## src/design/assert_macros.svh

```systemverilog
// ---------------------------------------------------------------------------
// assert_macros.svh
// Assertion helpers shared by the design files, compiled out for synthesis.
// ---------------------------------------------------------------------------
`ifndef ASSERT_MACROS_SVH
`define ASSERT_MACROS_SVH

`ifndef SYNTHESIS
// expr must hold at every clock edge outside reset
`define ASSERT_ALWAYS(lbl, clk, rstn, expr) \
    lbl: assert property (@(posedge clk) disable iff (!(rstn)) (expr)) \
        else $error("assertion failed in %m")
// cons must hold in the cycle after ante
`define ASSERT_NEXT(lbl, clk, rstn, ante, cons) \
    lbl: assert property (@(posedge clk) disable iff (!(rstn)) (ante) |=> (cons)) \
        else $error("assertion failed in %m")
`else
`define ASSERT_ALWAYS(lbl, clk, rstn, expr)
`define ASSERT_NEXT(lbl, clk, rstn, ante, cons)
`endif

`endif

```

## src/design/tbfag_pkg.sv

```systemverilog
// ---------------------------------------------------------------------------
// tbfag_pkg
// Shared types and codes of the text background fetch address generator.
// ---------------------------------------------------------------------------
package tbfag_pkg;

    localparam int CFG_IDX_W  = 3;
    localparam int CFG_DATA_W = 32;

    localparam logic [CFG_IDX_W-1:0] REG_H_SCROLL      = 3'd0;
    localparam logic [CFG_IDX_W-1:0] REG_V_SCROLL      = 3'd1;
    localparam logic [CFG_IDX_W-1:0] REG_MAP_SIZE_MODE = 3'd2;
    localparam logic [CFG_IDX_W-1:0] REG_EIGHT_BIT     = 3'd3;
    localparam logic [CFG_IDX_W-1:0] REG_MAP_BASE      = 3'd4;
    localparam logic [CFG_IDX_W-1:0] REG_TILE_BASE     = 3'd5;
    localparam logic [CFG_IDX_W-1:0] REG_MOSAIC_EN     = 3'd6;
    localparam logic [CFG_IDX_W-1:0] REG_MOSAIC_HEIGHT = 3'd7;

    localparam logic ACT_START_LINE = 1'b0;
    localparam logic ACT_MAP_ENTRY  = 1'b1;

    localparam logic KIND_FETCH = 1'b0;
    localparam logic KIND_PIXEL = 1'b1;

    typedef struct packed {
        logic take_item;   // latch input fields, arm divider, seed pixel counter
        logic div_step;    // one remainder bit of the mosaic floor
        logic row_load;    // commit wrapped map row, column back to zero
        logic out_fetch;   // load output register with a map fetch
        logic out_pix;     // load output register with a pixel, advance column
    } cmd_t;

    typedef struct packed {
        logic mosaic_on;
        logic div_last;
        logic col_last;    // current pixel is the last screen column
        logic tile_last;   // current pixel is the right edge of the tile
    } status_t;

endpackage

```

## src/design/tbfag_ctrl.sv

```systemverilog
// ---------------------------------------------------------------------------
// tbfag_ctrl
// Sequencer: input handshake, line state, output register valid.
// ---------------------------------------------------------------------------
module tbfag_ctrl (
    input  logic               aclk,
    input  logic               aresetn,
    input  logic               s_tvalid,
    output logic               s_tready,
    input  logic               in_action,
    output logic               m_tvalid,
    input  logic               m_tready,
    input  tbfag_pkg::status_t status,
    output tbfag_pkg::cmd_t    cmd
);
    import tbfag_pkg::*;

    localparam logic [2:0] S_IDLE  = 3'd0;
    localparam logic [2:0] S_DIV   = 3'd1;
    localparam logic [2:0] S_ROW   = 3'd2;
    localparam logic [2:0] S_FETCH = 3'd3;
    localparam logic [2:0] S_PIX   = 3'd4;

    logic [2:0] state_reg, state_next;
    logic       busy_reg, busy_next;
    logic       m_valid_reg, m_valid_next;
    logic       out_free;

    assign out_free = !m_valid_reg || m_tready;
    assign s_tready = (state_reg == S_IDLE);
    assign m_tvalid = m_valid_reg;

    always_comb begin
        cmd        = '0;
        state_next = state_reg;
        busy_next  = busy_reg;
        case (state_reg)
            S_IDLE: begin
                if (s_tvalid) begin
                    cmd.take_item = 1'b1;
                    if (in_action == ACT_START_LINE) begin
                        state_next = status.mosaic_on ? S_DIV : S_ROW;
                    end else if (busy_reg) begin
                        state_next = S_PIX;
                    end
                    // map entry with no line open is dropped
                end
            end
            S_DIV: begin
                cmd.div_step = 1'b1;
                if (status.div_last) begin
                    state_next = S_ROW;
                end
            end
            S_ROW: begin
                cmd.row_load = 1'b1;
                busy_next    = 1'b1;
                state_next   = S_FETCH;
            end
            S_FETCH: begin
                if (out_free) begin
                    cmd.out_fetch = 1'b1;
                    state_next    = S_IDLE;
                end
            end
            S_PIX: begin
                if (out_free) begin
                    cmd.out_pix = 1'b1;
                    if (status.col_last) begin
                        busy_next  = 1'b0;
                        state_next = S_IDLE;
                    end else if (status.tile_last) begin
                        state_next = S_FETCH;
                    end
                end
            end
            default: begin
                state_next = S_IDLE;
            end
        endcase
    end

    always_comb begin
        if (cmd.out_fetch || cmd.out_pix) begin
            m_valid_next = 1'b1;
        end else if (m_tready) begin
            m_valid_next = 1'b0;
        end else begin
            m_valid_next = m_valid_reg;
        end
    end

    always_ff @(posedge aclk) begin
        if (!aresetn) begin
            state_reg   <= S_IDLE;
            busy_reg    <= 1'b0;
            m_valid_reg <= 1'b0;
        end else begin
            state_reg   <= state_next;
            busy_reg    <= busy_next;
            m_valid_reg <= m_valid_next;
        end
    end

endmodule

```

## src/design/tbfag_datapath.sv

```systemverilog
// ---------------------------------------------------------------------------
// tbfag_datapath
// Config registers, mosaic divider, line position and address arithmetic.
// ---------------------------------------------------------------------------
module tbfag_datapath #(
    parameter int SCREEN_COLUMNS     = 240,
    parameter int SCREEN_BLOCK_BYTES = 2048
) (
    input  logic                               aclk,
    input  logic                               aresetn,
    input  logic                               cfg_wr_en,
    input  logic [tbfag_pkg::CFG_IDX_W-1:0]    cfg_index,
    input  logic [tbfag_pkg::CFG_DATA_W-1:0]   cfg_wdata,
    input  logic [7:0]                         in_scanline,
    input  logic [15:0]                        in_entry,
    input  tbfag_pkg::cmd_t                    cmd,
    output tbfag_pkg::status_t                 status,
    output logic                               out_kind,
    output logic [31:0]                        out_addr,
    output logic                               out_odd,
    output logic [3:0]                         out_pal,
    output logic [7:0]                         out_x,
    output logic                               out_last
);
    import tbfag_pkg::*;

    // configuration
    logic [8:0]  h_scroll_reg, v_scroll_reg;
    logic [1:0]  map_size_reg;
    logic        eight_bit_reg;
    logic [31:0] map_base_reg, tile_base_reg;
    logic        mosaic_en_reg;
    logic [4:0]  mosaic_h_reg;

    always_ff @(posedge aclk) begin
        if (!aresetn) begin
            h_scroll_reg  <= '0;
            v_scroll_reg  <= '0;
            map_size_reg  <= '0;
            eight_bit_reg <= 1'b0;
            map_base_reg  <= '0;
            tile_base_reg <= '0;
            mosaic_en_reg <= 1'b0;
            mosaic_h_reg  <= 5'd1;
        end else if (cfg_wr_en) begin
            case (cfg_index)
                REG_H_SCROLL:      h_scroll_reg  <= cfg_wdata[8:0];
                REG_V_SCROLL:      v_scroll_reg  <= cfg_wdata[8:0];
                REG_MAP_SIZE_MODE: map_size_reg  <= cfg_wdata[1:0];
                REG_EIGHT_BIT:     eight_bit_reg <= cfg_wdata[0];
                REG_MAP_BASE:      map_base_reg  <= cfg_wdata;
                REG_TILE_BASE:     tile_base_reg <= cfg_wdata;
                REG_MOSAIC_EN:     mosaic_en_reg <= cfg_wdata[0];
                REG_MOSAIC_HEIGHT: mosaic_h_reg  <= cfg_wdata[4:0];
                default: ;
            endcase
        end
    end

    // restoring remainder of scanline / mosaic height, one bit per cycle
    logic [7:0] y_reg, dvd_reg;
    logic [5:0] rem_reg;
    logic [2:0] div_cnt_reg;
    logic [4:0] div_h;
    logic [5:0] rem_shift, rem_sub;

    assign div_h     = (mosaic_h_reg == 5'd0) ? 5'd1 : mosaic_h_reg;
    assign rem_shift = {rem_reg[4:0], dvd_reg[7]};
    assign rem_sub   = (rem_shift >= {1'b0, div_h}) ? rem_shift - {1'b0, div_h} : rem_shift;

    // line position and latched map entry
    logic [8:0] map_row_y_reg;
    logic [7:0] column_reg;
    logic [2:0] p_reg;
    logic [9:0] tile_reg;
    logic       hf_reg, vf_reg;
    logic [3:0] pal_reg;

    logic [7:0] y_floor;
    logic [9:0] row_sum;
    logic [8:0] row_wrapped;

    assign y_floor     = mosaic_en_reg ? y_reg - {2'b00, rem_reg} : y_reg;
    assign row_sum     = {2'b00, y_floor} + {1'b0, v_scroll_reg};
    assign row_wrapped = map_size_reg[1] ? row_sum[8:0] : {1'b0, row_sum[7:0]};

    // map fetch address
    logic [9:0]  bx_sum;
    logic [8:0]  bg_x;
    logic [5:0]  tx, ty;
    logic [1:0]  blk;
    logic [31:0] blk_off, fetch_addr;

    assign bx_sum = {2'b00, column_reg} + {1'b0, h_scroll_reg};
    assign bg_x   = map_size_reg[0] ? bx_sum[8:0] : {1'b0, bx_sum[7:0]};
    assign tx     = bg_x[8:3];
    assign ty     = map_row_y_reg[8:3];

    always_comb begin
        case (map_size_reg)
            2'd1:    blk = {1'b0, tx[5]};
            2'd2:    blk = {1'b0, ty[5]};
            2'd3:    blk = {ty[5], tx[5]};
            default: blk = 2'd0;
        endcase
    end

    assign blk_off    = 32'(blk) * 32'(SCREEN_BLOCK_BYTES);
    assign fetch_addr = map_base_reg + blk_off + {21'b0, ty[4:0], tx[4:0], 1'b0};

    // pixel byte address
    logic [2:0]  px, py;
    logic [15:0] tile_off;
    logic [5:0]  row_off;
    logic [2:0]  pix_off;
    logic [31:0] pix_addr;
    logic [8:0]  col_inc;

    assign px       = p_reg ^ {3{hf_reg}};
    assign py       = vf_reg ? ~map_row_y_reg[2:0] : map_row_y_reg[2:0];
    assign tile_off = eight_bit_reg ? {tile_reg, 6'b0} : {1'b0, tile_reg, 5'b0};
    assign row_off  = eight_bit_reg ? {py, 3'b0} : {1'b0, py, 2'b0};
    assign pix_off  = eight_bit_reg ? px : {1'b0, px[2:1]};
    assign pix_addr = tile_base_reg + {16'b0, tile_off} + {26'b0, row_off}
                    + {29'b0, pix_off};
    assign col_inc  = {1'b0, column_reg} + 9'd1;

    assign status.mosaic_on = mosaic_en_reg;
    assign status.div_last  = (div_cnt_reg == 3'd7);
    assign status.col_last  = (col_inc == 9'(SCREEN_COLUMNS));
    assign status.tile_last = (p_reg == 3'd7);

    always_ff @(posedge aclk) begin
        if (!aresetn) begin
            map_row_y_reg <= '0;
            column_reg    <= '0;
        end else if (cmd.row_load) begin
            map_row_y_reg <= row_wrapped;
            column_reg    <= '0;
        end else if (cmd.out_pix) begin
            column_reg    <= col_inc[7:0];
        end
    end

    always_ff @(posedge aclk) begin
        if (cmd.take_item) begin
            y_reg       <= in_scanline;
            dvd_reg     <= in_scanline;
            rem_reg     <= '0;
            div_cnt_reg <= '0;
            tile_reg    <= in_entry[9:0];
            hf_reg      <= in_entry[10];
            vf_reg      <= in_entry[11];
            pal_reg     <= in_entry[15:12];
            p_reg       <= column_reg[2:0] + h_scroll_reg[2:0];
        end else begin
            if (cmd.div_step) begin
                rem_reg     <= rem_sub;
                dvd_reg     <= {dvd_reg[6:0], 1'b0};
                div_cnt_reg <= div_cnt_reg + 3'd1;
            end
            if (cmd.out_pix) begin
                p_reg <= p_reg + 3'd1;
            end
        end
    end

    always_ff @(posedge aclk) begin
        if (cmd.out_fetch) begin
            out_kind <= KIND_FETCH;
            out_addr <= fetch_addr;
            out_odd  <= 1'b0;
            out_pal  <= 4'd0;
            out_x    <= column_reg;
            out_last <= 1'b1;
        end else if (cmd.out_pix) begin
            out_kind <= KIND_PIXEL;
            out_addr <= pix_addr;
            out_odd  <= px[0];
            out_pal  <= eight_bit_reg ? 4'd0 : pal_reg;
            out_x    <= column_reg;
            out_last <= status.col_last;
        end
    end

endmodule

```

## src/design/text_background_fetch_address_gen_core.sv

```systemverilog
// ---------------------------------------------------------------------------
// text_background_fetch_address_gen_core
// Address generator for one scrolling tiled text background layer.
// ---------------------------------------------------------------------------
// Input stream (s_): tuser = 0 starts a scanline (line number in tdata),
// tuser = 1 hands back a fetched 16-bit map entry. Output stream (m_):
// tuser = 0 is a map word fetch request, tuser = 1 a pixel byte address;
// tlast marks the final transaction produced by one input transaction.
// Configuration is written through cfg_wr_en / cfg_index / cfg_wdata; the user
// must write it only while the block is idle, which the block does not enforce.
// Start of line: the sequencer commits the wrapped map row, then loads the
// fetch request into the output register; with mosaic on, a bit-serial
// remainder loop for the floor runs first. Map entry: one pixel per cycle
// while the output is free, up to the tile edge (at most 8), then the next
// fetch request. Items are processed one at a time by the sequencer.
// Reset (synchronous, aresetn low) clears the line state, output valid and
// all config registers (mosaic height to 1). A stalled receiver holds the
// output register; the sequencer waits until it drains before loading more.
// ---------------------------------------------------------------------------
`include "assert_macros.svh"

module text_background_fetch_address_gen_core #(
    parameter int SCREEN_COLUMNS     = 240,
    parameter int SCREEN_BLOCK_BYTES = 2048
) (
    input  logic                              aclk,
    input  logic                              aresetn,
    input  logic                              cfg_wr_en,
    input  logic [tbfag_pkg::CFG_IDX_W-1:0]   cfg_index,
    input  logic [tbfag_pkg::CFG_DATA_W-1:0]  cfg_wdata,
    input  logic                              s_tvalid,
    output logic                              s_tready,
    input  logic [23:0]                       s_tdata,   // scanline[7:0], map_entry[23:8]
    input  logic                              s_tuser,   // action
    output logic                              m_tvalid,
    input  logic                              m_tready,
    output logic [47:0]                       m_tdata,   // address[31:0], odd_pixel[32],
                                                         // palette[36:33], screen_x[44:37]
    output logic                              m_tuser,   // kind
    output logic                              m_tlast    // last
);
    import tbfag_pkg::*;

    cmd_t        cmd;
    status_t     status;
    logic [31:0] out_addr;
    logic        out_odd;
    logic [3:0]  out_pal;
    logic [7:0]  out_x;

    tbfag_ctrl u_ctrl (
        .aclk      (aclk),
        .aresetn   (aresetn),
        .s_tvalid  (s_tvalid),
        .s_tready  (s_tready),
        .in_action (s_tuser),
        .m_tvalid  (m_tvalid),
        .m_tready  (m_tready),
        .status    (status),
        .cmd       (cmd)
    );

    tbfag_datapath #(
        .SCREEN_COLUMNS     (SCREEN_COLUMNS),
        .SCREEN_BLOCK_BYTES (SCREEN_BLOCK_BYTES)
    ) u_datapath (
        .aclk        (aclk),
        .aresetn     (aresetn),
        .cfg_wr_en   (cfg_wr_en),
        .cfg_index   (cfg_index),
        .cfg_wdata   (cfg_wdata),
        .in_scanline (s_tdata[7:0]),
        .in_entry    (s_tdata[23:8]),
        .cmd         (cmd),
        .status      (status),
        .out_kind    (m_tuser),
        .out_addr    (out_addr),
        .out_odd     (out_odd),
        .out_pal     (out_pal),
        .out_x       (out_x),
        .out_last    (m_tlast)
    );

    assign m_tdata = {3'b000, out_x, out_pal, out_odd, out_addr};

    // output register is only reloaded once its transaction has gone out
    `ASSERT_ALWAYS(a_load_when_free, aclk, aresetn, !(cmd.out_fetch || cmd.out_pix) || !m_tvalid || m_tready);
    `ASSERT_ALWAYS(a_one_load, aclk, aresetn, !(cmd.out_fetch && cmd.out_pix));
    `ASSERT_NEXT(a_load_shows, aclk, aresetn, cmd.out_fetch || cmd.out_pix, m_tvalid);
    // after a start of line is accepted, the sequencer is busy in the following cycle
    `ASSERT_NEXT(a_start_busy, aclk, aresetn, s_tvalid && s_tready && (s_tuser == ACT_START_LINE), !s_tready);

endmodule
```

## config.mk

```make
export PLATFORM = sky130hd
export DESIGN_NAME = text_background_fetch_address_gen_core
export DESIGN_NICKNAME = d
export VERILOG_FILES = /design/src/design/tbfag_pkg.sv /design/src/design/tbfag_ctrl.sv /design/src/design/tbfag_datapath.sv /design/src/design/text_background_fetch_address_gen_core.sv
export VERILOG_INCLUDE_DIRS = /design/src /design/src/design
export SDC_FILE = /design/constraint.sdc
export NUM_CORES = 1
export LEC_CHECK = 0
export BUFFER_PORTS_ARGS = -buffer_cell sky130_fd_sc_hd__buf_2
export CORE_UTILIZATION = 60
export DETAILED_ROUTE_END_ITERATION = 8
export PLACE_DENSITY = 0.81
export REMOVE_ABC_BUFFERS = 1
export SLEW_MARGIN = 20
export SYNTH_ARGS = -nofsm -noshare
export SYNTH_HDL_FRONTEND = slang
export SYNTH_HIERARCHICAL = 1
export SYNTH_SLANG_ARGS = --single-unit
export TNS_END_PERCENT = 20
```

## constraint.sdc

```tcl
create_clock -name aclk -period 4.4 [get_ports aclk]
set_clock_uncertainty 0.15 [all_clocks]
set_input_delay 0.44 -clock aclk [delete_from_list [all_inputs] [get_ports aclk]]
set_output_delay 0.44 -clock aclk [all_outputs]
set_load 0.01 [all_outputs]
```

==> impl_results.md <==
- Outcome: complete, no violations
- Core ar.: 18300 um2
- Number of top-level pins: 117
- Net total in the final layout: 1469
- Crit path launch type: flop
- Post-layout instance count excluding filler cells: 1567
- Global placement routability congestion: 0.936
- Clock-pin transition on the worst setup and hold timing paths: 0.06 ns
- CTS H-tree depth: 1
- Overall via count from detail_route: 9166
- Maximum fanout along the worst path: 5
- Achievable frequency: 235 MHz
- Final design instance area without fill: 13200 um2
- Fin crit share: 0.965
- Met1 Wirelength: 11400 um
- Crit end category: flop
- TritonCTS clock tree: done
- Static power due to leakage: 5.20 nW
- Arrival time of the worst setup path: 4.35 ns
- Synthesis-to-layout area growth: 16.0%
- #FFs+latches synth: 204
- R2r startpoint: u_datapath/h_scroll_reg[0]
- Number of filler cells placed in the layout: 1361
- Sequential element share of the synthesized area: 0.426
- Count of flip-flops with a built-in enable after synthesis: 75
- Bufs on Longest Clock Path: 3
- Capture endpoint of the worst hold path: u_datapath/map_base_reg[10]
- Setup-failing EPs final: 0
- Total Wirelength: 27600 um
- Highest layer used for signal routing: met4
- Number of remaining DRC errors: 0
- Tmin final: 4.25 ns
- First-pass iteration count of the detailed router: 5
- Mean number of vias per cell: 5.85
- HPWL after DPL: 18300 um
- Global route total overflow: 0
- Hold path startpoint: cfg_wdata[10]
- Ratio of cells with drive above 1 in the final layout: 0.159
- Syn Inst Count: 1200
- Die area: 19500 um2
- Clock Power Share: 0.316
- Portion of total power attributed to combinational logic: 0.288
- Synthesized area divided by synthesized cell count: 9.47 um2
- Hold slack final: 0.0450 ns
- 1st-iter DRT viols: 674
- Setup fix buffers added after clock tree synthesis: 0
- Number of buffers added by the clock tree synthesis step: 23
- Metal2 WL: 13700 um
- R2R cell count: 18
- Antenna violations before repair: 0
- Number of antenna-violating nets in the routed design: 0
- Height of the chip: 140 um
- Master cell of the clock root buffer: sky130_fd_sc_hd__clkbuf_16
- Port-buffer cells: 113
- Slew @ Worst Pin: 1.08 ns
- Starting Density: 0.622
- Peak supply drop: 0.000451 V
- Internal power: 4.36 mW
- Number of cells on the worst hold path: 3
- Post-Synthesis Cell Area: 11400 um2
- Worst relative slew slack: 0.283
- Psw: 2.00 mW
- Total GRT Usage: 0.278
- Hold Violations, Final: 0
- Area after DPL: 12100 um2
- Die Wd: 140 um
- Sw Ratio: 0.314
- Critical Setup Path Class: flop to flop
- Number of diodes: 0
- Reg-to-reg critical path endpoint: u_datapath/out_addr[23]
- Pwr/cell area: 482 nW/um2
- Count of unique library cells instantiated by Yosys: 63
- Count of clock tree sinks: 204
- Largest net degree at the start of global routing: 41
- Clock network latency to the later pin of the worst-skew pair: 0.50 ns
- Crit path required time: 4.50 ns
- Fraction of synthesis flops using an asynchronous set or reset pin: 0
- Worst min path class: input port to flop
- Detailed route wirelength on metal3: 1780 um
- Most frequently used flop master after synthesis: sky130_fd_sc_hd__dfxtp_1
- Placed Cells incl. Taps: 1502
- Register-to-register path setup slack: 0.15 ns
- Global-route wire length before repair: 43500 um
- Worst setup path startpoint: u_datapath/h_scroll_reg[0]
- Number of max-slew violations in the final report: 0
- Total number of yosys warnings: 6
- Via count of the first global-routing pass: 8842
- Register share of total power: 0.396
- Std-Cell Rows: 49
- Routed WL per cell: 17.6 um
- Total of max-cap violations: 0
==> per-stage QoR <==
stage	util	setup TNS (ns)	setup slack, ns	total power [mW]
after floorplan	-	0	0.372	3.78
after global placement	0.663	0	0.164	4.23
after detailed placement	0.663	0	0.0772	4.30
after CTS	0.720	0	0.0328	6.33
after global routing	0.721	-0.0344	-0.0289	6.66
final	0.721	0	0.152	6.35
==> placed cells by master, fill, tap and decap left out, drive strengths merged, types with 5 or more instances in the layout <==
cell,count
nor3b,6
dfxtp,129
buf,126
a21boi,83
edfxtp,75
xor2,33
o211ai,6
dlygate4sd3,24
and3,11
ha,74
nor3,21
nand2b,8
xnor2,45
o21ai,35
nor2,62
fa,8
clkbuf,34
o21a,6
o31a,5
or3,5
clkinv,6
a21o,13
and2,8
mux2,24
mux2i,39
nand3,26
inv,31
nor2b,35
nand4,11
a21oi,61
o21bai,12
a211oi,19
nand2,213
==> critical path: stages (launching register included) <==
cell and delay (ns):
sky130_fd_sc_hd__dfxtp_1 0.32, sky130_fd_sc_hd__ha_1 0.23, sky130_fd_sc_hd__fa_1 0.42, sky130_fd_sc_hd__a21o_1 0.20
sky130_fd_sc_hd__a21oi_2 0.21, sky130_fd_sc_hd__o21bai_1 0.12, sky130_fd_sc_hd__a21oi_2 0.19, sky130_fd_sc_hd__nor2b_1 0.08
sky130_fd_sc_hd__or4_1 0.47, sky130_fd_sc_hd__nand3_1 0.14, sky130_fd_sc_hd__ha_2 0.23, sky130_fd_sc_hd__nand4_1 0.11
sky130_fd_sc_hd__nor2_1 0.15, sky130_fd_sc_hd__a21oi_2 0.11, sky130_fd_sc_hd__a211oi_4 0.34, sky130_fd_sc_hd__buf_4 0.20
sky130_fd_sc_hd__nand3_1 0.10, sky130_fd_sc_hd__xor2_1 0.16, sky130_fd_sc_hd__mux2i_1 0.08
==> what timing repair did <==
action / 4_1_cts / 5_1_grt
resized for setup: 0 / 8
setup endpoints to repair: 0 / 16
hold endpoints to repair: 24 / 0
hold buffers: 24 / 0
==> power by group through the flow <==
stage / clock network [mW] / logic [mW] / registers (mW)
finish: 2.01 / 1.83 / 2.52
global route: 2.10 / 2.01 / 2.54
CTS: 2.02 / 1.81 / 2.51
detailed placement: 0 / 1.75 / 2.55
global placement: 0 / 1.69 / 2.54
floorplan: 0 / 1.25 / 2.54
==> worst max path at each step <==
stage	depth (start not counted)	slack, ns	end
final	18	0.15	u_datapath/out_addr[23]
after global routing	18	-0.03	u_datapath/out_addr[23]
after CTS	17	0.03	u_datapath/out_addr[31]
after detailed placement	17	0.08	u_datapath/out_addr[31]
after global placement	17	0.16	u_datapath/out_addr[31]
after floorplan	17	0.37	u_datapath/out_addr[31]
==> metal layers <==
metal | global-route usage | up-vias
li1 | - | 4457
met1 | 0.345 | 4314
met2 | 0.500 | 339
met3 | 0.0392 | 56
met4 | 0.0827 | 0
met5 | 0 | -
==> cell type report <==
cell class                      count  area, um2  share of cell area
Sequential cell                   204       4830               0.367
Inverter                           32        120             0.00911
Clock buffer                       34        719              0.0546
Clock inverter                      7       85.1             0.00646
Tap cell                          229        287              0.0217
Multi-Input combinational cell    911       6230               0.473
Timing Repair Buffer              150        903              0.0685
==> logic make-up (layout without fill, tap and decap cells) <==
group | Yosys count | count (layout) | synth area share
XOR/XNOR | 78 | 78 | 0.0601
AND/OR/NAND/NOR | 425 | 425 | 0.172
flip-flops | 204 | 204 | 0.426
multiplexers | 63 | 63 | 0.0581
buffers and inverters | 87 | 223 | 0.0315
other | 1 | 3 | 0.000330
adder cells (fa/ha/maj) | 82 | 82 | 0.0956
AO/OA/AOI/OAI | 260 | 260 | 0.156
==> synthesized netlist by cell type, types with 31 or more instances <==
cell type	count	area share
sky130_fd_sc_hd__inv_1	31	0.010
sky130_fd_sc_hd__nor2b_1	35	0.019
sky130_fd_sc_hd__mux2i_1	39	0.034
sky130_fd_sc_hd__dfxtp_1	129	0.23
sky130_fd_sc_hd__edfxtp_1	75	0.20
sky130_fd_sc_hd__clkbuf_1	44	0.015
sky130_fd_sc_hd__xor2_1	33	0.025
sky130_fd_sc_hd__a21oi_1	59	0.026
sky130_fd_sc_hd__nor2_1	62	0.020
sky130_fd_sc_hd__ha_1	74	0.081
sky130_fd_sc_hd__nand2_1	213	0.070
sky130_fd_sc_hd__o21ai_0	32	0.014
sky130_fd_sc_hd__xnor2_1	45	0.035
sky130_fd_sc_hd__a21boi_0	83	0.055
No activity file was read; power rests on OpenSTA's default activity.
